$ cat src/upp_pkg.sv
// Shared types, constants and the control store of the unicycle pose predictor.
// Holds the microcode program, the CORDIC arctangent table and small helpers.
// No dependencies.
package upp_pkg;

   localparam int UPP_ANGLE_BITS    = 16;
   localparam int UPP_POSITION_BITS = 32;

   localparam logic [15:0] TIME_STEP_RESET = 16'd655;

   // Rotation unit: 24 iterations on Q2.30 vectors and a 32-bit binary angle.
   localparam int CORDIC_STEPS  = 24;
   localparam int ITER_BITS     = $clog2(CORDIC_STEPS + 1);
   localparam int ATAN_IDX_BITS = $clog2(CORDIC_STEPS);
   localparam logic signed [31:0] CORDIC_X0 = 32'sd652032874;
   localparam logic signed [31:0] ATAN_TAB [CORDIC_STEPS] = '{
      32'sh2000_0000, 32'sh12E4_051E, 32'sh09FB_385B, 32'sh0511_11D4,
      32'sh028B_0D43, 32'sh0145_D7E1, 32'sh00A2_F61E, 32'sh0051_7C55,
      32'sh0028_BE53, 32'sh0014_5F2F, 32'sh000A_2F98, 32'sh0005_17CC,
      32'sh0002_8BE6, 32'sh0001_45F3, 32'sh0000_A2FA, 32'sh0000_517D,
      32'sh0000_28BE, 32'sh0000_145F, 32'sh0000_0A30, 32'sh0000_0518,
      32'sh0000_028C, 32'sh0000_0146, 32'sh0000_00A3, 32'sh0000_0051
   };

   // Shared multiplier: 33-bit signed by 18-bit signed.
   localparam int MUL_A_W = 33;
   localparam int MUL_B_W = 18;
   localparam int MUL_W   = MUL_A_W + MUL_B_W;
   localparam int VDT_W   = 48;
   localparam int ACC_W   = 42;
   localparam int SUM_W   = 66;
   localparam int DPOS_W  = 33;
   localparam int TRIG_W  = 18;

   typedef struct packed {
      logic init;
      logic step;
      logic round;
   } cordic_ctrl_type;

   typedef enum logic [2:0] {
      MA_ZERO, MA_SPEED, MA_TURN, MA_TSTEP, MA_VDT_LO, MA_VDT_HI
   } mul_a_type;

   typedef enum logic [1:0] {
      MB_ZERO, MB_TSTEP, MB_COS, MB_SIN
   } mul_b_type;

   typedef enum logic [2:0] {
      WB_NONE, WB_VDT, WB_HEADING, WB_JXV, WB_JYV, WB_ACC, WB_DX, WB_DY
   } wb_type;

   typedef enum logic [1:0] {
      FIN_NONE, FIN_ADVANCE, FIN_LOAD
   } fin_type;

   typedef enum logic [1:0] {
      JUMP_NEXT, JUMP_LOOP, JUMP_DONE
   } jump_type;

   localparam int PC_BITS = 4;

   localparam logic [PC_BITS-1:0] PC_ADVANCE = 4'd0;
   localparam logic [PC_BITS-1:0] PC_VDT     = 4'd1;
   localparam logic [PC_BITS-1:0] PC_HEAD    = 4'd2;
   localparam logic [PC_BITS-1:0] PC_LOOP    = 4'd3;
   localparam logic [PC_BITS-1:0] PC_ROUND   = 4'd4;
   localparam logic [PC_BITS-1:0] PC_DTCOS   = 4'd5;
   localparam logic [PC_BITS-1:0] PC_DTSIN   = 4'd6;
   localparam logic [PC_BITS-1:0] PC_XLO     = 4'd7;
   localparam logic [PC_BITS-1:0] PC_XHI     = 4'd8;
   localparam logic [PC_BITS-1:0] PC_YLO     = 4'd9;
   localparam logic [PC_BITS-1:0] PC_YHI     = 4'd10;
   localparam logic [PC_BITS-1:0] PC_DY      = 4'd11;
   localparam logic [PC_BITS-1:0] PC_FINISH  = 4'd12;
   localparam logic [PC_BITS-1:0] PC_LOAD    = 4'd13;

   // One control word. A multiply issued in one step is written back by the
   // wb field of the following step.
   typedef struct packed {
      cordic_ctrl_type    cordic;
      mul_a_type          a_sel;
      mul_b_type          b_sel;
      wb_type             wb;
      fin_type            fin;
      jump_type           jump;
      logic [PC_BITS-1:0] target;
   } ucode_type;

   localparam ucode_type UCODE_IDLE = '{
      cordic: '0, a_sel: MA_ZERO, b_sel: MB_ZERO, wb: WB_NONE,
      fin: FIN_NONE, jump: JUMP_NEXT, target: '0
   };

   function automatic ucode_type ucode_rom(input logic [PC_BITS-1:0] pc);
      ucode_type w;
      w = UCODE_IDLE;
      case (pc)
         PC_ADVANCE: begin
            w.cordic.init = 1'b1;
            w.a_sel = MA_SPEED;
            w.b_sel = MB_TSTEP;
         end
         PC_VDT: begin
            w.cordic.step = 1'b1;
            w.wb = WB_VDT;
            w.a_sel = MA_TURN;
            w.b_sel = MB_TSTEP;
         end
         PC_HEAD: begin
            w.cordic.step = 1'b1;
            w.wb = WB_HEADING;
         end
         PC_LOOP: begin
            w.cordic.step = 1'b1;
            w.jump = JUMP_LOOP;
            w.target = PC_LOOP;
         end
         PC_ROUND: begin
            w.cordic.round = 1'b1;
         end
         PC_DTCOS: begin
            w.a_sel = MA_TSTEP;
            w.b_sel = MB_COS;
         end
         PC_DTSIN: begin
            w.wb = WB_JXV;
            w.a_sel = MA_TSTEP;
            w.b_sel = MB_SIN;
         end
         PC_XLO: begin
            w.wb = WB_JYV;
            w.a_sel = MA_VDT_LO;
            w.b_sel = MB_COS;
         end
         PC_XHI: begin
            w.wb = WB_ACC;
            w.a_sel = MA_VDT_HI;
            w.b_sel = MB_COS;
         end
         PC_YLO: begin
            w.wb = WB_DX;
            w.a_sel = MA_VDT_LO;
            w.b_sel = MB_SIN;
         end
         PC_YHI: begin
            w.wb = WB_ACC;
            w.a_sel = MA_VDT_HI;
            w.b_sel = MB_SIN;
         end
         PC_DY: begin
            w.wb = WB_DY;
         end
         PC_FINISH: begin
            w.fin = FIN_ADVANCE;
            w.jump = JUMP_DONE;
         end
         PC_LOAD: begin
            w.fin = FIN_LOAD;
            w.jump = JUMP_DONE;
         end
         default: begin
            w = UCODE_IDLE;
         end
      endcase
      return w;
   endfunction

   function automatic logic signed [31:0] sat_q32(input logic signed [33:0] v);
      logic signed [31:0] r;
      if (v[33:31] == 3'b000 || v[33:31] == 3'b111) begin
         r = v[31:0];
      end else if (v[33]) begin
         r = 32'sh8000_0000;
      end else begin
         r = 32'sh7FFF_FFFF;
      end
      return r;
   endfunction

endpackage

$ cat src/upp_req_if.sv
// Request channel of the pose predictor: valid/ready plus one item's fields.
// No dependencies.
interface upp_req_if;
   logic               valid;
   logic               ready;
   logic               action;
   logic signed [31:0] speed;
   logic signed [31:0] turn_rate;
   logic signed [31:0] load_x;
   logic signed [31:0] load_y;
   logic signed [15:0] load_heading;

   modport source(output valid, action, speed, turn_rate, load_x, load_y, load_heading,
                  input ready);
   modport sink(input valid, action, speed, turn_rate, load_x, load_y, load_heading,
                output ready);
endinterface

$ cat src/upp_rsp_if.sv
// Response channel of the pose predictor: valid/ready plus pose and Jacobian terms.
// No dependencies.
interface upp_rsp_if;
   logic               valid;
   logic               ready;
   logic signed [31:0] pose_x;
   logic signed [31:0] pose_y;
   logic signed [15:0] pose_heading;
   logic signed [31:0] dx_dheading;
   logic signed [31:0] dy_dheading;
   logic signed [17:0] dx_dspeed;
   logic signed [17:0] dy_dspeed;

   modport source(output valid, pose_x, pose_y, pose_heading, dx_dheading, dy_dheading,
                  dx_dspeed, dy_dspeed, input ready);
   modport sink(input valid, pose_x, pose_y, pose_heading, dx_dheading, dy_dheading,
                dx_dspeed, dy_dspeed, output ready);
endinterface

$ cat src/upp_csr_if.sv
// Register write channel of the pose predictor: valid/ready plus the step duration.
// No dependencies.
interface upp_csr_if;
   logic        valid;
   logic        ready;
   logic [15:0] time_step;

   modport source(output valid, time_step, input ready);
   modport sink(input valid, time_step, output ready);
endinterface

$ cat src/upp_cordic.sv
// Iterative CORDIC rotation unit: cosine and sine of a binary angle in Q16.
// Depends on upp_pkg; stepped one iteration per cycle by the sequencer.
module upp_cordic
   import upp_pkg::*;
#(
   parameter int ANGLE_BITS = UPP_ANGLE_BITS
) (
   input  logic                     clock,
   input  logic                     reset,
   input  cordic_ctrl_type          ctrl,
   input  logic [ANGLE_BITS-1:0]    angle,
   output logic                     last,
   output logic signed [TRIG_W-1:0] cos_q16,
   output logic signed [TRIG_W-1:0] sin_q16
);

   logic signed [31:0]        x_ff, x_in, y_ff, y_in, z_ff, z_in;
   logic                      flip_ff, flip_in;
   logic [ITER_BITS-1:0]      iter_ff, iter_in;
   logic signed [TRIG_W-1:0]  cos_ff, cos_in, sin_ff, sin_in;
   logic [31:0]               angle32;
   logic                      fold;
   logic signed [31:0]        x_shift, y_shift, atan_val;

   function automatic logic signed [TRIG_W-1:0] to_q16(input logic signed [31:0] v);
      logic signed [31:0]       s;
      logic signed [TRIG_W-1:0] q;
      s = v + 32'sd8192;
      q = s[31:14];
      if (q > 18'sd65536) begin
         q = 18'sd65536;
      end else if (q < -18'sd65536) begin
         q = -18'sd65536;
      end
      return q;
   endfunction

   // Angles in the left half plane are rotated by pi and the result negated.
   assign angle32 = {angle, {(32 - ANGLE_BITS){1'b0}}};
   assign fold    = angle[ANGLE_BITS-1] ^ angle[ANGLE_BITS-2];
   assign x_shift = x_ff >>> iter_ff;
   assign y_shift = y_ff >>> iter_ff;
   assign atan_val = ATAN_TAB[iter_ff[ATAN_IDX_BITS-1:0]];

   always_comb begin
      x_in    = x_ff;
      y_in    = y_ff;
      z_in    = z_ff;
      flip_in = flip_ff;
      iter_in = iter_ff;
      cos_in  = cos_ff;
      sin_in  = sin_ff;
      if (ctrl.init) begin
         x_in    = CORDIC_X0;
         y_in    = '0;
         z_in    = {angle32[31] ^ fold, angle32[30:0]};
         flip_in = fold;
         iter_in = '0;
      end else if (ctrl.step) begin
         if (!z_ff[31]) begin
            x_in = x_ff - y_shift;
            y_in = y_ff + x_shift;
            z_in = z_ff - atan_val;
         end else begin
            x_in = x_ff + y_shift;
            y_in = y_ff - x_shift;
            z_in = z_ff + atan_val;
         end
         iter_in = iter_ff + 1'b1;
      end
      if (ctrl.round) begin
         cos_in = to_q16(flip_ff ? -x_ff : x_ff);
         sin_in = to_q16(flip_ff ? -y_ff : y_ff);
      end
   end

   always_ff @(posedge clock) begin
      if (reset) begin
         iter_ff <= '0;
      end else begin
         iter_ff <= iter_in;
      end
   end

   always_ff @(posedge clock) begin
      x_ff    <= x_in;
      y_ff    <= y_in;
      z_ff    <= z_in;
      flip_ff <= flip_in;
      cos_ff  <= cos_in;
      sin_ff  <= sin_in;
   end

   assign last    = (iter_ff == ITER_BITS'(CORDIC_STEPS - 1));
   assign cos_q16 = cos_ff;
   assign sin_q16 = sin_ff;

   a_step_in_range: assert property (@(posedge clock) disable iff (reset)
      ctrl.step |-> iter_ff < ITER_BITS'(CORDIC_STEPS))
      else $error("rotation step issued after the last iteration");

   a_round_complete: assert property (@(posedge clock) disable iff (reset)
      ctrl.round |-> iter_ff == ITER_BITS'(CORDIC_STEPS))
      else $error("rounding before all iterations were done");

   a_trig_bounded: assert property (@(posedge clock) disable iff (reset)
      ctrl.round |=> (cos_ff <= 18'sd65536 && cos_ff >= -18'sd65536 &&
                      sin_ff <= 18'sd65536 && sin_ff >= -18'sd65536))
      else $error("cosine or sine out of the unit range");

endmodule

$ cat src/unicycle_pose_predictor_core.sv
// Top level of the unicycle pose predictor: microcode sequencer and datapath.
// Depends on upp_pkg, the three channel interfaces and upp_cordic.
//
// Usage: req_ch carries one item per beat. action 0 advances the pose held
// inside by one control step using speed and turn_rate; action 1 loads the
// pose from load_x, load_y and load_heading. Every item gives exactly one
// beat on rsp_ch with the new pose and the Jacobian terms at the heading held
// before the step (all zero for a load). csr_ch writes the step duration.
// An advance runs 34 microcode steps: 24 are the rotation unit iterations,
// and eight steps each issue one product on the single 33x18 multiplier.
// The result is registered by the finishing step (PC_FINISH for an advance,
// PC_LOAD for a load), and req_ch.ready returns in the same cycle, so the
// block takes no new item until the previous one has finished.
// The result register lets the next item start while a result still waits;
// if the receiver stalls, that next item holds at its finishing step until
// the waiting beat is taken.
// Reset (synchronous) clears the pose to zero, sets the step duration to 655
// and empties the block; no item is in flight afterward.
module unicycle_pose_predictor_core
   import upp_pkg::*;
#(
   parameter int ANGLE_BITS    = UPP_ANGLE_BITS,
   parameter int POSITION_BITS = UPP_POSITION_BITS
) (
   input  logic        clock,
   input  logic        reset,
   upp_req_if.sink     req_ch,
   upp_rsp_if.source   rsp_ch,
   upp_csr_if.sink     csr_ch
);

   localparam int PW = (POSITION_BITS > DPOS_W ? POSITION_BITS : DPOS_W) + 1;
   localparam int XO = POSITION_BITS > 32 ? POSITION_BITS : 32;
   localparam int HW = ANGLE_BITS > 16 ? ANGLE_BITS : 16;
   localparam logic signed [PW-1:0] POS_MAX =
      {{(PW - POSITION_BITS + 1){1'b0}}, {(POSITION_BITS - 1){1'b1}}};
   localparam logic signed [PW-1:0] POS_MIN =
      {{(PW - POSITION_BITS + 1){1'b1}}, {(POSITION_BITS - 1){1'b0}}};

   // Sequencer
   logic               busy_ff, busy_in;
   logic [PC_BITS-1:0] pc_ff, pc_in;
   ucode_type          uc;
   logic               req_fire, finish, stall;

   // Register and captured item
   logic [15:0]        time_step_ff, time_step_in;
   logic signed [31:0] speed_ff, turn_rate_ff, load_x_ff, load_y_ff;
   logic signed [15:0] load_heading_ff;

   // Datapath
   logic signed [MUL_A_W-1:0] mul_a;
   logic signed [MUL_B_W-1:0] mul_b;
   logic signed [MUL_W-1:0]   mul_p_ff, mul_p_in;
   logic signed [VDT_W-1:0]   vdt_ff, vdt_in;
   logic signed [ACC_W-1:0]   acc_ff, acc_in;
   logic signed [DPOS_W-1:0]  dx_ff, dx_in, dy_ff, dy_in;
   logic signed [TRIG_W-1:0]  jxv_ff, jxv_in, jyv_ff, jyv_in;
   logic [MUL_W-1:0]          head_sum, jac_sum;
   logic signed [SUM_W-1:0]   pos_sum;
   logic                      cordic_last;
   logic signed [TRIG_W-1:0]  cos_q16, sin_q16;

   // Pose state
   logic signed [POSITION_BITS-1:0] x_pos_ff, x_pos_in, y_pos_ff, y_pos_in;
   logic signed [POSITION_BITS-1:0] x_next, y_next;
   logic [ANGLE_BITS-1:0]           heading_ff, heading_in, heading_load, heading_next;
   logic signed [HW-1:0]            load_head_ext, head_out_ext;
   logic signed [XO-1:0]            x_out_ext, y_out_ext;

   // Result register
   logic               rsp_valid_ff, rsp_valid_in;
   logic signed [31:0] out_x_ff, out_x_in, out_y_ff, out_y_in;
   logic signed [15:0] out_head_ff, out_head_in;
   logic signed [31:0] out_jxh_ff, out_jxh_in, out_jyh_ff, out_jyh_in;
   logic signed [17:0] out_jxv_ff, out_jxv_in, out_jyv_ff, out_jyv_in;

   function automatic logic signed [POSITION_BITS-1:0] sat_pos(
      input logic signed [PW-1:0] v);
      logic signed [PW-1:0] r;
      if (v > POS_MAX) begin
         r = POS_MAX;
      end else if (v < POS_MIN) begin
         r = POS_MIN;
      end else begin
         r = v;
      end
      return r[POSITION_BITS-1:0];
   endfunction

   upp_cordic #(
      .ANGLE_BITS (ANGLE_BITS)
   ) u_cordic (
      .clock   (clock),
      .reset   (reset),
      .ctrl    (uc.cordic),
      .angle   (heading_ff),
      .last    (cordic_last),
      .cos_q16 (cos_q16),
      .sin_q16 (sin_q16)
   );

   // ---------------- sequencer ----------------
   assign uc       = busy_ff ? ucode_rom(pc_ff) : UCODE_IDLE;
   assign req_fire = req_ch.valid && req_ch.ready;
   assign finish   = (uc.fin != FIN_NONE);
   // A finishing step waits while the previous result has not been taken.
   assign stall    = finish && rsp_valid_ff && !rsp_ch.ready;

   always_comb begin
      busy_in = busy_ff;
      pc_in   = pc_ff;
      if (!busy_ff) begin
         if (req_fire) begin
            busy_in = 1'b1;
            pc_in   = req_ch.action ? PC_LOAD : PC_ADVANCE;
         end
      end else if (!stall) begin
         case (uc.jump)
            JUMP_NEXT: pc_in = pc_ff + 1'b1;
            JUMP_LOOP: pc_in = cordic_last ? pc_ff + 1'b1 : uc.target;
            JUMP_DONE: busy_in = 1'b0;
            default:   pc_in = pc_ff;
         endcase
      end
   end

   assign time_step_in = (csr_ch.valid && csr_ch.ready) ? csr_ch.time_step : time_step_ff;

   // ---------------- multiplier ----------------
   always_comb begin
      case (uc.a_sel)
         MA_SPEED:  mul_a = MUL_A_W'(speed_ff);
         MA_TURN:   mul_a = MUL_A_W'(turn_rate_ff);
         MA_TSTEP:  mul_a = {{(MUL_A_W - 16){1'b0}}, time_step_ff};
         MA_VDT_LO: mul_a = {{(MUL_A_W - 24){1'b0}}, vdt_ff[23:0]};
         MA_VDT_HI: mul_a = MUL_A_W'($signed(vdt_ff[VDT_W-1:24]));
         default:   mul_a = '0;
      endcase
      case (uc.b_sel)
         MB_TSTEP: mul_b = {{(MUL_B_W - 16){1'b0}}, time_step_ff};
         MB_COS:   mul_b = cos_q16;
         MB_SIN:   mul_b = sin_q16;
         default:  mul_b = '0;
      endcase
   end

   assign mul_p_in = MUL_W'(mul_a) * MUL_W'(mul_b);

   // ---------------- write back ----------------
   assign head_sum = mul_p_ff + (MUL_W'(1) << 23);
   assign jac_sum  = mul_p_ff + (MUL_W'(1) << 15);
   // The low partial product already carries the rounding constant.
   assign pos_sum  = SUM_W'(acc_ff) + (SUM_W'(mul_p_ff) <<< 24);

   always_comb begin
      vdt_in = vdt_ff;
      acc_in = acc_ff;
      dx_in  = dx_ff;
      dy_in  = dy_ff;
      jxv_in = jxv_ff;
      jyv_in = jyv_ff;
      case (uc.wb)
         WB_VDT: vdt_in = mul_p_ff[VDT_W-1:0];
         WB_JXV: jxv_in = jac_sum[33:16];
         WB_JYV: jyv_in = jac_sum[33:16];
         WB_ACC: acc_in = ACC_W'(mul_p_ff) + (ACC_W'(1) << 31);
         WB_DX:  dx_in  = pos_sum[64:32];
         WB_DY:  dy_in  = pos_sum[64:32];
         default: vdt_in = vdt_ff;
      endcase
   end

   // ---------------- pose ----------------
   assign load_head_ext = HW'(load_heading_ff);
   assign heading_load  = load_head_ext[ANGLE_BITS-1:0];

   always_comb begin
      if (uc.fin == FIN_LOAD) begin
         x_next       = sat_pos(PW'(load_x_ff));
         y_next       = sat_pos(PW'(load_y_ff));
         heading_next = heading_load;
      end else begin
         x_next       = sat_pos(PW'(x_pos_ff) + PW'(dx_ff));
         y_next       = sat_pos(PW'(y_pos_ff) + PW'(dy_ff));
         heading_next = heading_ff;
      end
   end

   always_comb begin
      x_pos_in   = x_pos_ff;
      y_pos_in   = y_pos_ff;
      heading_in = heading_ff;
      if (uc.wb == WB_HEADING) begin
         heading_in = heading_ff + head_sum[24 +: ANGLE_BITS];
      end
      if (finish && !stall) begin
         x_pos_in   = x_next;
         y_pos_in   = y_next;
         heading_in = heading_next;
      end
   end

   // ---------------- result register ----------------
   assign x_out_ext    = XO'(x_next);
   assign y_out_ext    = XO'(y_next);
   assign head_out_ext = HW'(signed'(heading_next));

   always_comb begin
      rsp_valid_in = rsp_valid_ff && !rsp_ch.ready;
      out_x_in     = out_x_ff;
      out_y_in     = out_y_ff;
      out_head_in  = out_head_ff;
      out_jxh_in   = out_jxh_ff;
      out_jyh_in   = out_jyh_ff;
      out_jxv_in   = out_jxv_ff;
      out_jyv_in   = out_jyv_ff;
      if (finish && !stall) begin
         rsp_valid_in = 1'b1;
         out_x_in     = x_out_ext[31:0];
         out_y_in     = y_out_ext[31:0];
         out_head_in  = head_out_ext[15:0];
         if (uc.fin == FIN_ADVANCE) begin
            out_jxh_in = sat_q32(-(34'(dy_ff)));
            out_jyh_in = sat_q32(34'(dx_ff));
            out_jxv_in = jxv_ff;
            out_jyv_in = jyv_ff;
         end else begin
            out_jxh_in = '0;
            out_jyh_in = '0;
            out_jxv_in = '0;
            out_jyv_in = '0;
         end
      end
   end

   // ---------------- registers ----------------
   always_ff @(posedge clock) begin
      if (reset) begin
         busy_ff      <= 1'b0;
         pc_ff        <= PC_ADVANCE;
         rsp_valid_ff <= 1'b0;
         time_step_ff <= TIME_STEP_RESET;
         x_pos_ff     <= '0;
         y_pos_ff     <= '0;
         heading_ff   <= '0;
      end else begin
         busy_ff      <= busy_in;
         pc_ff        <= pc_in;
         rsp_valid_ff <= rsp_valid_in;
         time_step_ff <= time_step_in;
         x_pos_ff     <= x_pos_in;
         y_pos_ff     <= y_pos_in;
         heading_ff   <= heading_in;
      end
   end

   always_ff @(posedge clock) begin
      if (req_fire) begin
         speed_ff        <= req_ch.speed;
         turn_rate_ff    <= req_ch.turn_rate;
         load_x_ff       <= req_ch.load_x;
         load_y_ff       <= req_ch.load_y;
         load_heading_ff <= req_ch.load_heading;
      end
      mul_p_ff    <= mul_p_in;
      vdt_ff      <= vdt_in;
      acc_ff      <= acc_in;
      dx_ff       <= dx_in;
      dy_ff       <= dy_in;
      jxv_ff      <= jxv_in;
      jyv_ff      <= jyv_in;
      out_x_ff    <= out_x_in;
      out_y_ff    <= out_y_in;
      out_head_ff <= out_head_in;
      out_jxh_ff  <= out_jxh_in;
      out_jyh_ff  <= out_jyh_in;
      out_jxv_ff  <= out_jxv_in;
      out_jyv_ff  <= out_jyv_in;
   end

   // ---------------- ports ----------------
   assign req_ch.ready        = !busy_ff;
   assign csr_ch.ready        = 1'b1;
   assign rsp_ch.valid        = rsp_valid_ff;
   assign rsp_ch.pose_x       = out_x_ff;
   assign rsp_ch.pose_y       = out_y_ff;
   assign rsp_ch.pose_heading = out_head_ff;
   assign rsp_ch.dx_dheading  = out_jxh_ff;
   assign rsp_ch.dy_dheading  = out_jyh_ff;
   assign rsp_ch.dx_dspeed    = out_jxv_ff;
   assign rsp_ch.dy_dspeed    = out_jyv_ff;

   a_result_after_finish: assert property (@(posedge clock) disable iff (reset)
      $rose(rsp_valid_ff) |-> $past(busy_ff) && !busy_ff)
      else $error("result appeared without a finished item");

   a_stall_holds_pose: assert property (@(posedge clock) disable iff (reset)
      stall |=> busy_ff && $stable(x_pos_ff) && $stable(y_pos_ff) && $stable(heading_ff))
      else $error("pose changed while the finishing step was held");

   a_dispatch: assert property (@(posedge clock) disable iff (reset)
      req_fire |=> busy_ff && pc_ff == ($past(req_ch.action) ? PC_LOAD : PC_ADVANCE))
      else $error("accepted item did not start at its entry step");

endmodule
$ cat src/flat_wrapper.sv
// flat-port wrapper written by rule: the top's interface ports become plain ports
module unicycle_pose_predictor_core_flat import upp_pkg::*;
#(
   parameter int ANGLE_BITS    = UPP_ANGLE_BITS,
   parameter int POSITION_BITS = UPP_POSITION_BITS
)
  (clock, reset, req_ch_valid, req_ch_action, req_ch_speed, req_ch_turn_rate, req_ch_load_x, req_ch_load_y, req_ch_load_heading, req_ch_ready, rsp_ch_valid, rsp_ch_pose_x, rsp_ch_pose_y, rsp_ch_pose_heading, rsp_ch_dx_dheading, rsp_ch_dy_dheading, rsp_ch_dx_dspeed, rsp_ch_dy_dspeed, rsp_ch_ready, csr_ch_valid, csr_ch_time_step, csr_ch_ready);
  upp_req_if req_ch_i ();
  upp_rsp_if rsp_ch_i ();
  upp_csr_if csr_ch_i ();
  input  logic clock;
  input  logic reset;
  input wire logic [$bits(req_ch_i.valid)-1:0] req_ch_valid;
  input wire logic [$bits(req_ch_i.action)-1:0] req_ch_action;
  input wire logic [$bits(req_ch_i.speed)-1:0] req_ch_speed;
  input wire logic [$bits(req_ch_i.turn_rate)-1:0] req_ch_turn_rate;
  input wire logic [$bits(req_ch_i.load_x)-1:0] req_ch_load_x;
  input wire logic [$bits(req_ch_i.load_y)-1:0] req_ch_load_y;
  input wire logic [$bits(req_ch_i.load_heading)-1:0] req_ch_load_heading;
  output wire logic [$bits(req_ch_i.ready)-1:0] req_ch_ready;
  output wire logic [$bits(rsp_ch_i.valid)-1:0] rsp_ch_valid;
  output wire logic [$bits(rsp_ch_i.pose_x)-1:0] rsp_ch_pose_x;
  output wire logic [$bits(rsp_ch_i.pose_y)-1:0] rsp_ch_pose_y;
  output wire logic [$bits(rsp_ch_i.pose_heading)-1:0] rsp_ch_pose_heading;
  output wire logic [$bits(rsp_ch_i.dx_dheading)-1:0] rsp_ch_dx_dheading;
  output wire logic [$bits(rsp_ch_i.dy_dheading)-1:0] rsp_ch_dy_dheading;
  output wire logic [$bits(rsp_ch_i.dx_dspeed)-1:0] rsp_ch_dx_dspeed;
  output wire logic [$bits(rsp_ch_i.dy_dspeed)-1:0] rsp_ch_dy_dspeed;
  input wire logic [$bits(rsp_ch_i.ready)-1:0] rsp_ch_ready;
  input wire logic [$bits(csr_ch_i.valid)-1:0] csr_ch_valid;
  input wire logic [$bits(csr_ch_i.time_step)-1:0] csr_ch_time_step;
  output wire logic [$bits(csr_ch_i.ready)-1:0] csr_ch_ready;
  assign req_ch_i.valid = req_ch_valid;
  assign req_ch_i.action = req_ch_action;
  assign req_ch_i.speed = req_ch_speed;
  assign req_ch_i.turn_rate = req_ch_turn_rate;
  assign req_ch_i.load_x = req_ch_load_x;
  assign req_ch_i.load_y = req_ch_load_y;
  assign req_ch_i.load_heading = req_ch_load_heading;
  assign req_ch_ready = req_ch_i.ready;
  assign rsp_ch_valid = rsp_ch_i.valid;
  assign rsp_ch_pose_x = rsp_ch_i.pose_x;
  assign rsp_ch_pose_y = rsp_ch_i.pose_y;
  assign rsp_ch_pose_heading = rsp_ch_i.pose_heading;
  assign rsp_ch_dx_dheading = rsp_ch_i.dx_dheading;
  assign rsp_ch_dy_dheading = rsp_ch_i.dy_dheading;
  assign rsp_ch_dx_dspeed = rsp_ch_i.dx_dspeed;
  assign rsp_ch_dy_dspeed = rsp_ch_i.dy_dspeed;
  assign rsp_ch_i.ready = rsp_ch_ready;
  assign csr_ch_i.valid = csr_ch_valid;
  assign csr_ch_i.time_step = csr_ch_time_step;
  assign csr_ch_ready = csr_ch_i.ready;
  unicycle_pose_predictor_core #(.ANGLE_BITS(ANGLE_BITS), .POSITION_BITS(POSITION_BITS)) u_core (.clock(clock), .reset(reset), .req_ch(req_ch_i), .rsp_ch(rsp_ch_i), .csr_ch(csr_ch_i));
endmodule
$ cat config.mk
export PLATFORM = sky130hd
export DESIGN_NAME = unicycle_pose_predictor_core_flat
export DESIGN_NICKNAME = d
export VERILOG_FILES = /design/src/upp_pkg.sv /design/src/upp_req_if.sv /design/src/upp_rsp_if.sv /design/src/upp_csr_if.sv /design/src/upp_cordic.sv /design/src/unicycle_pose_predictor_core.sv /design/src/flat_wrapper.sv
export SDC_FILE = /design/constraint.sdc
export NUM_CORES = 2
export LEC_CHECK = 0
export ABC_AREA = 1
export BUFFER_PORTS_ARGS = -buffer_cell sky130_fd_sc_hd__buf_4
export CAP_MARGIN = 40
export CORE_ASPECT_RATIO = 1.1
export CORE_MARGIN = 2
export CORE_UTILIZATION = 65
export DETAILED_ROUTE_END_ITERATION = 8
export PLACE_DENSITY = 0.88
export SYNTH_ARGS = -nofsm -noshare
export SYNTH_HDL_FRONTEND = slang
export SYNTH_HIERARCHICAL = 1
export SYNTH_SLANG_ARGS = --single-unit
export TNS_END_PERCENT = 5
$ cat constraint.sdc
create_clock -name clock -period 14.6 [get_ports clock]
set_clock_uncertainty 0.1 [all_clocks]
set_input_delay 2.19 -clock clock [delete_from_list [all_inputs] [get_ports clock]]
set_output_delay 2.19 -clock clock [all_outputs]
set_load 0.02 [all_outputs]
### Yosys cells after proc, flatten, opt, wreduce, memory -nomap -nowiden

Memory sizes are Yosys's and may differ from the RTL's.
Index checks and enable logic that the tools add are counted.

| storage, ports and cells | value |
|---|---|
| bits in read-only memories | 1,024 |
| output and inout port bits | 183 |
| word-level logic and storage cells | 188 |
| register bits | 804 |
| memories | 1 |

| operators by class | value |
|---|---|
| equality and inequality tests | 37 |
| reduce and logical (&&, ||, !) cells | 25 |
| $add $sub $neg | 20 |
| multipliers | 1 |
| bitwise logic cells | 3 |
| muxes and demuxes | 50 |
| $lt $le $gt $ge | 13 |
| shift operators | 2 |

Memory list:

| memory | words | width | rd ports | clocked after memory_dff | wr ports | line | RTL |
|---|---|---|---|---|---|---|---|
| (name not given) | 32 | 32 | 1 | 0 | 0 | upp_cordic.sv:43 | `assign atan_val = ATAN_TAB[iter_ff[ATAN_IDX_BITS-1:0]];` |

Operators with widths:

| kind | count |
|---|---|
| 2-to-1 mux 32 bit | 23 |
| one-hot mux 33 bit (5 select lines) | 1 |
| adder 32 bit | 3 |
| subtractor 32 bit | 3 |
| adder 32 x 33 -> 34 bit | 2 |
| > comparator 34 x 32 -> 1 bit (second input constant) | 2 |
| < comparator 34 x 32 -> 1 bit (second input constant) | 2 |
| adder 42 x 65 -> 65 bit | 1 |
| adder 32 x 15 -> 32 bit (second input constant) | 2 |
| > comparator 32 bit (second input constant) | 2 |
| < comparator 32 bit (second input constant) | 2 |
| negator 32 bit | 2 |
| >>> shifter 32 x 5 -> 32 bit | 2 |
| one-hot mux 18 bit (3 select lines) | 1 |
| multiplier 33 x 18 -> 48 bit | 1 |
| 2-to-1 mux 16 bit | 3 |
| adder 42 x 33 -> 42 bit (second input constant) | 1 |
| adder 40 x 25 -> 40 bit (second input constant) | 1 |
| one-hot mux 5 bit (8 select lines) | 1 |
| > comparator 18 bit (second input constant) | 2 |
| < comparator 18 x 17 -> 1 bit (second input constant) | 2 |
| 2-to-1 mux 18 bit | 2 |
| adder 34 x 17 -> 34 bit (second input constant) | 1 |
| negator 33 -> 34 bit | 1 |
| other kinds (35) | 88 |

### Longest topological paths before layout

| logic depth | value |
|---|---|
| depth in word-level cells | 10 |
| mapped depth | 42 |
| gate-level depth less buffers | 41 |

### Cells and area by module

Netlist, hierarchy kept.

Modules (own cells, without submodules):

| module | area an instance (sq um) | instances | cells an instance |
|---|---|---|---|
| unicycle_pose_predictor_core | 52,599.2 | 1 | 5,944 |
| upp_cordic | 18,690.4 | 1 | 3,139 |

### Worst setup path before layout

No wires, ideal clock.

| path | value |
|---|---|
| path type | flip-flop to flip-flop |
| start point | register u_core.pc_ff[0] |
| end point | register u_core.mul_p_ff[47] |
| stages on the path, launching flop included | 36 |
| data required time | 14.391 ns |
| arrival | 7.091 ns |
| setup time | 0.109 ns |
| slack | 7.300 ns |
| cells stage by stage | dfxtp_1 inv_1 ha_1 o21ai_2 nand3_2 nand2_4 clkinv_4 nor2_4 buf_6 nand2_1 nand3_2 buf_2 nand2_1 fa_1 inv_1 fa_1 inv_1 fa_1 fa_1 inv_1 fa_1 inv_1 fa_1 inv_1 ha_1 nand2_1 nor2_1 nand3_1 nor4_1 nand2_1 nand3_1 nand3_1 nand2_1 nand2_1 nand2_1 inv_1 |

| on the way | value |
|---|---|
| longest elaborated chain between the ends | 6 |
| elaborated cells between the ends (all ways) | 21 |

Ends and longest elaborated chain:

| what | line | RTL |
|---|---|---|
| from (decl) | unicycle_pose_predictor_core.sv:42 | `logic [PC_BITS-1:0] pc_ff, pc_in;` |
| from (signal assigned) | unicycle_pose_predictor_core.sv:249 | `pc_ff <= pc_in;` |
| equality test 4 bit (tied with other cells) | upp_pkg.sv:98 | `case (pc)` |
| one-hot mux 5 bit (8 select lines) * | upp_pkg.sv:98 |  |
| 2-to-1 mux 19 bit * | unicycle_pose_predictor_core.sv:104 | `assign uc = busy_ff ? ucode_rom(pc_ff) : UCODE_IDLE;` |
| equality test 3 bit (tied with other cells) | unicycle_pose_predictor_core.sv:132 | `case (uc.a_sel)` |
| one-hot mux 33 bit (5 select lines) / one-hot mux 18 bit (3 select lines) (equally long branches) | unicycle_pose_predictor_core.sv:132, unicycle_pose_predictor_core.sv:140 |  |
| multiplier 33 x 18 -> 48 bit * | unicycle_pose_predictor_core.sv:148 | `assign mul_p_in = MUL_W'(mul_a) * MUL_W'(mul_b);` |
| named net u_core.mul_p_in[47] | unicycle_pose_predictor_core.sv:54 | `logic signed [MUL_W-1:0] mul_p_ff, mul_p_in;` |
| to (signal assigned) | unicycle_pose_predictor_core.sv:266 | `mul_p_ff <= mul_p_in;` |
| to (decl) | unicycle_pose_predictor_core.sv:54 |  |

Mark *: on every way through the listed nets, which the timed path passes. The rest lies on a longest branch.
A chain may end at the register's enable or synchronous reset.

### Worst setup path in the final report

| path | value |
|---|---|
| start point | register u_core.pc_ff[0] |
| end point | register u_core.mul_p_ff[22] |

Same word-level chain as after synthesis.

==> results.json <==
{
  "area.growth.synth_to_final_pct": 9.23,
  "antenna_found_initial": 8,
  "tightestPinTransition_ns": 0.961,
  "drt_iter0_drc": 8177,
  "place_hpwl_mm": 188,
  "path_max_fanout": 21,
  "cp_common_cell": "inv_1",
  "synth_top_area_share_pct": 23.0,
  "rsz0062_at_grt": "no",
  "endpoint_kind": "flip-flop",
  "drc": 0,
  "startpoint_type": "flip-flop",
  "place_ws_ns": 5.32,
  "synth.avg_cell_area_um2": 7.85,
  "cts_tree": "built",
  "critPathArrivalTime_ns": 10.13,
  "multi_input_area_um2": 43200,
  "synth_seq_cells": 780,
  "fmax_mhz": 104,
  "ant_nets": 0,
  "drt_first_pass_iters": 8,
  "fin_crit_sh_pct": 65.8,
  "cap_viol_max_count": 0,
  "routedWlPerCell_um": 22.6,
  "synthArstFlopShare_pct": 0,
  "clk_latency_ns": 0.72,
  "regArea_um2": 21100,
  "cts.sinks": 780,
  "grt-ovfl-total": 0,
  "drt-total-wl_mm": 244,
  "finalHoldViolCount": 0,
  "cts.htree.levels": 3,
  "min_period_ns": 9.60,
  "syn_inst": 9083,
  "setup_tns_ns": 0,
  "synthTopCellsByCount": "nand2_1, inv_1, nor2_1",
  "mappedNetlistArea_um2": 71300,
  "cts_buffers": 84,
  "core_um2": 109000,
  "worstPathRequired_ns": 15.13,
  "placed_area_um2": 75000,
  "ctsHoldBuffers": 0,
  "final_nets": 10400,
  "final_area_um2": 77900,
  "worst_slack_ns": 5.00,
  "slew_headroom_pct": 35.9,
  "path_class": "reg2reg",
  "slowest_stage": "inv_1",
  "instances_no_fill": 10800,
  "synth_fp_nets": 10200,
  "status": "complete, no violations",
  "pin_count": 349,
  "die_h_um": 351,
  "total_power_uw": 10500,
  "globalplace.congestion": 1.02,
  "die_width_um": 320,
  "vias": 65600,
  "dp_cells": 10600,
  "n_fill_cell": 8221,
  "rows": 127,
  "grtUsageTotal_pct": 43.0,
  "vias_per_cell": 6.08,
  "drive_above_1_share_pct": 9.47,
  "root_buffer": "clkbuf_16",
  "grt_pass1_wl_mm": 369,
  "setup-violations-final": 0,
  "grt_max_degree": 145,
  "ys_warn_count": 6,
  "max_stage_delay_ns": 0.98,
  "powerDensity_nw_per_um2": 135,
  "leakage_uw": 0.0374,
  "synth_most_common_cell": "nand2_1",
  "vdd_drop_max_uv": 206,
  "yosys-top-cells-area": "edfxtp_1, fa_1, nand2_1",
  "port_buffers": 347,
  "clkTransAtPathRegs_ns": 0.06,
  "synth_seq_area_share_pct": 29.6,
  "initial_core_util_pct": 65.5,
  "synth_cell_type_count": 78,
  "post_cts_resized": 0,
  "cts_setup_buffers": 0,
  "synth_edf_count": 545,
  "clock_path_buffers": 3,
  "yosysTopAreaCell": "edfxtp_1",
  "grt_pass1_vias": 64900,
  "die_area_um2": 112000,
  "yosys_most_used_dff": "edfxtp_1",
  "drv_slew": 0,
  "hp-class": "reg2reg"
}
==> critical path: cells and delay by family (launching register included) <==
| kind | cells | cell delay, ns |
|---|---|---|
| AND/OR/NAND/NOR | 6 | 1.59 |
| AO/OA/AOI/OAI | 7 | 1.84 |
| XOR/XNOR | 1 | 0.15 |
| buffers and inverters | 8 | 1.59 |
| adder cells (fa/ha/maj) | 8 | 3.90 |
| flip-flops | 1 | 0.34 |
==> cell usage in the layout (no fill, tap or decap), types with 27 or more instances in the layout <==
| cell type | count |
|---|---|
| nand2_1 | 2251 |
| inv_1 | 1449 |
| nor2_1 | 767 |
| nand3_1 | 607 |
| a21oi_1 | 549 |
| fa_1 | 545 |
| edfxtp_1 | 545 |
| buf_4 | 401 |
| ha_1 | 361 |
| o21ai_0 | 348 |
| dfxtp_1 | 231 |
| xor2_1 | 226 |
| xnor2_1 | 114 |
| clkbuf_16 | 86 |
| nor3_1 | 67 |
| nand4_1 | 59 |
| nand2_2 | 52 |
| nor2_2 | 52 |
| or2_2 | 51 |
| a31oi_1 | 46 |
| inv_2 | 37 |
| o21bai_1 | 33 |
| o22ai_1 | 29 |
| a21o_1 | 28 |
| nor2_4 | 27 |
==> layout make-up <==
class | count | area share, %
antenna | 1 | 0.00321
inverter | 1497 | 7.24
timing repair buffer | 415 | 4.24
clock inverter | 57 | 0.842
tap | 1419 | 2.28
multi-input combinational | 6529 | 55.4
sequential | 780 | 27.1
clock buffer | 101 | 2.89
==> final timing paths <==
| kind | depth (start not counted) | end | slack, ns | startpoint |
|---|---|---|---|---|
| max | 30 | u_core/mul_p_ff[22] | 5.00 | u_core/pc_ff[0] |
| min | 0 | u_core/vdt_ff[44] | 0.31 | u_core/mul_p_ff[44] |
| max reg2reg | 30 | u_core/mul_p_ff[22] | 5.00 | u_core/pc_ff[0] |
| min reg2reg | 0 | u_core/vdt_ff[44] | 0.31 | u_core/mul_p_ff[44] |
==> registers in the layout, summed over array words and instances, names as in the netlist, 33 cells and up <==
register	flops
u_core/dx_ff	33
u_core/mul_p_ff	48
u_core/vdt_ff	48
u_core/dy_ff	33
==> metal layers <==
layer | vias to the layer above | share of wire [%] | global-route usage [%]
li1 | 29500 | - | -
met1 | 30700 | 35 | 51.6
met2 | 4294 | 46 | 70.3
met3 | 1126 | 11 | 10.2
met4 | 12 | 7.2 | 26.6
met5 | - | 0.033 | 0
==> report_power, final <==
group	leakage, µW	switching [µW]	internal [µW]	total (µW)
logic	0.0289	3530	1670	5200
clock network	0.00142	1000	1290	2290
registers	0.00712	348	2650	3000
total	0.0374	4880	5610	10500
==> logic make-up (layout without fill, tap and decap cells) <==
family,count (synthesis),after routing,synth area share [%]
flip-flops,780,780,29.6
buffers and inverters,1774,2070,10.0
AND/OR/NAND/NOR,4052,4052,24.4
adder cells (fa/ha/maj),906,906,21.6
other,1,2,0.00526
multiplexers,2,2,0.0316
XOR/XNOR,341,341,4.22
AO/OA/AOI/OAI,1227,1227,10.2
==> per-stage QoR <==
stage                     hold WS (ns)  utilization (%)
after floorplan                  0.286                -
after global placement           0.292             68.6
after detailed placement         0.301             68.9
after CTS                        0.307             71.5
after global routing             0.321             71.5
final                            0.310             71.5
Note: power is estimated with default switching activity, not from simulation.
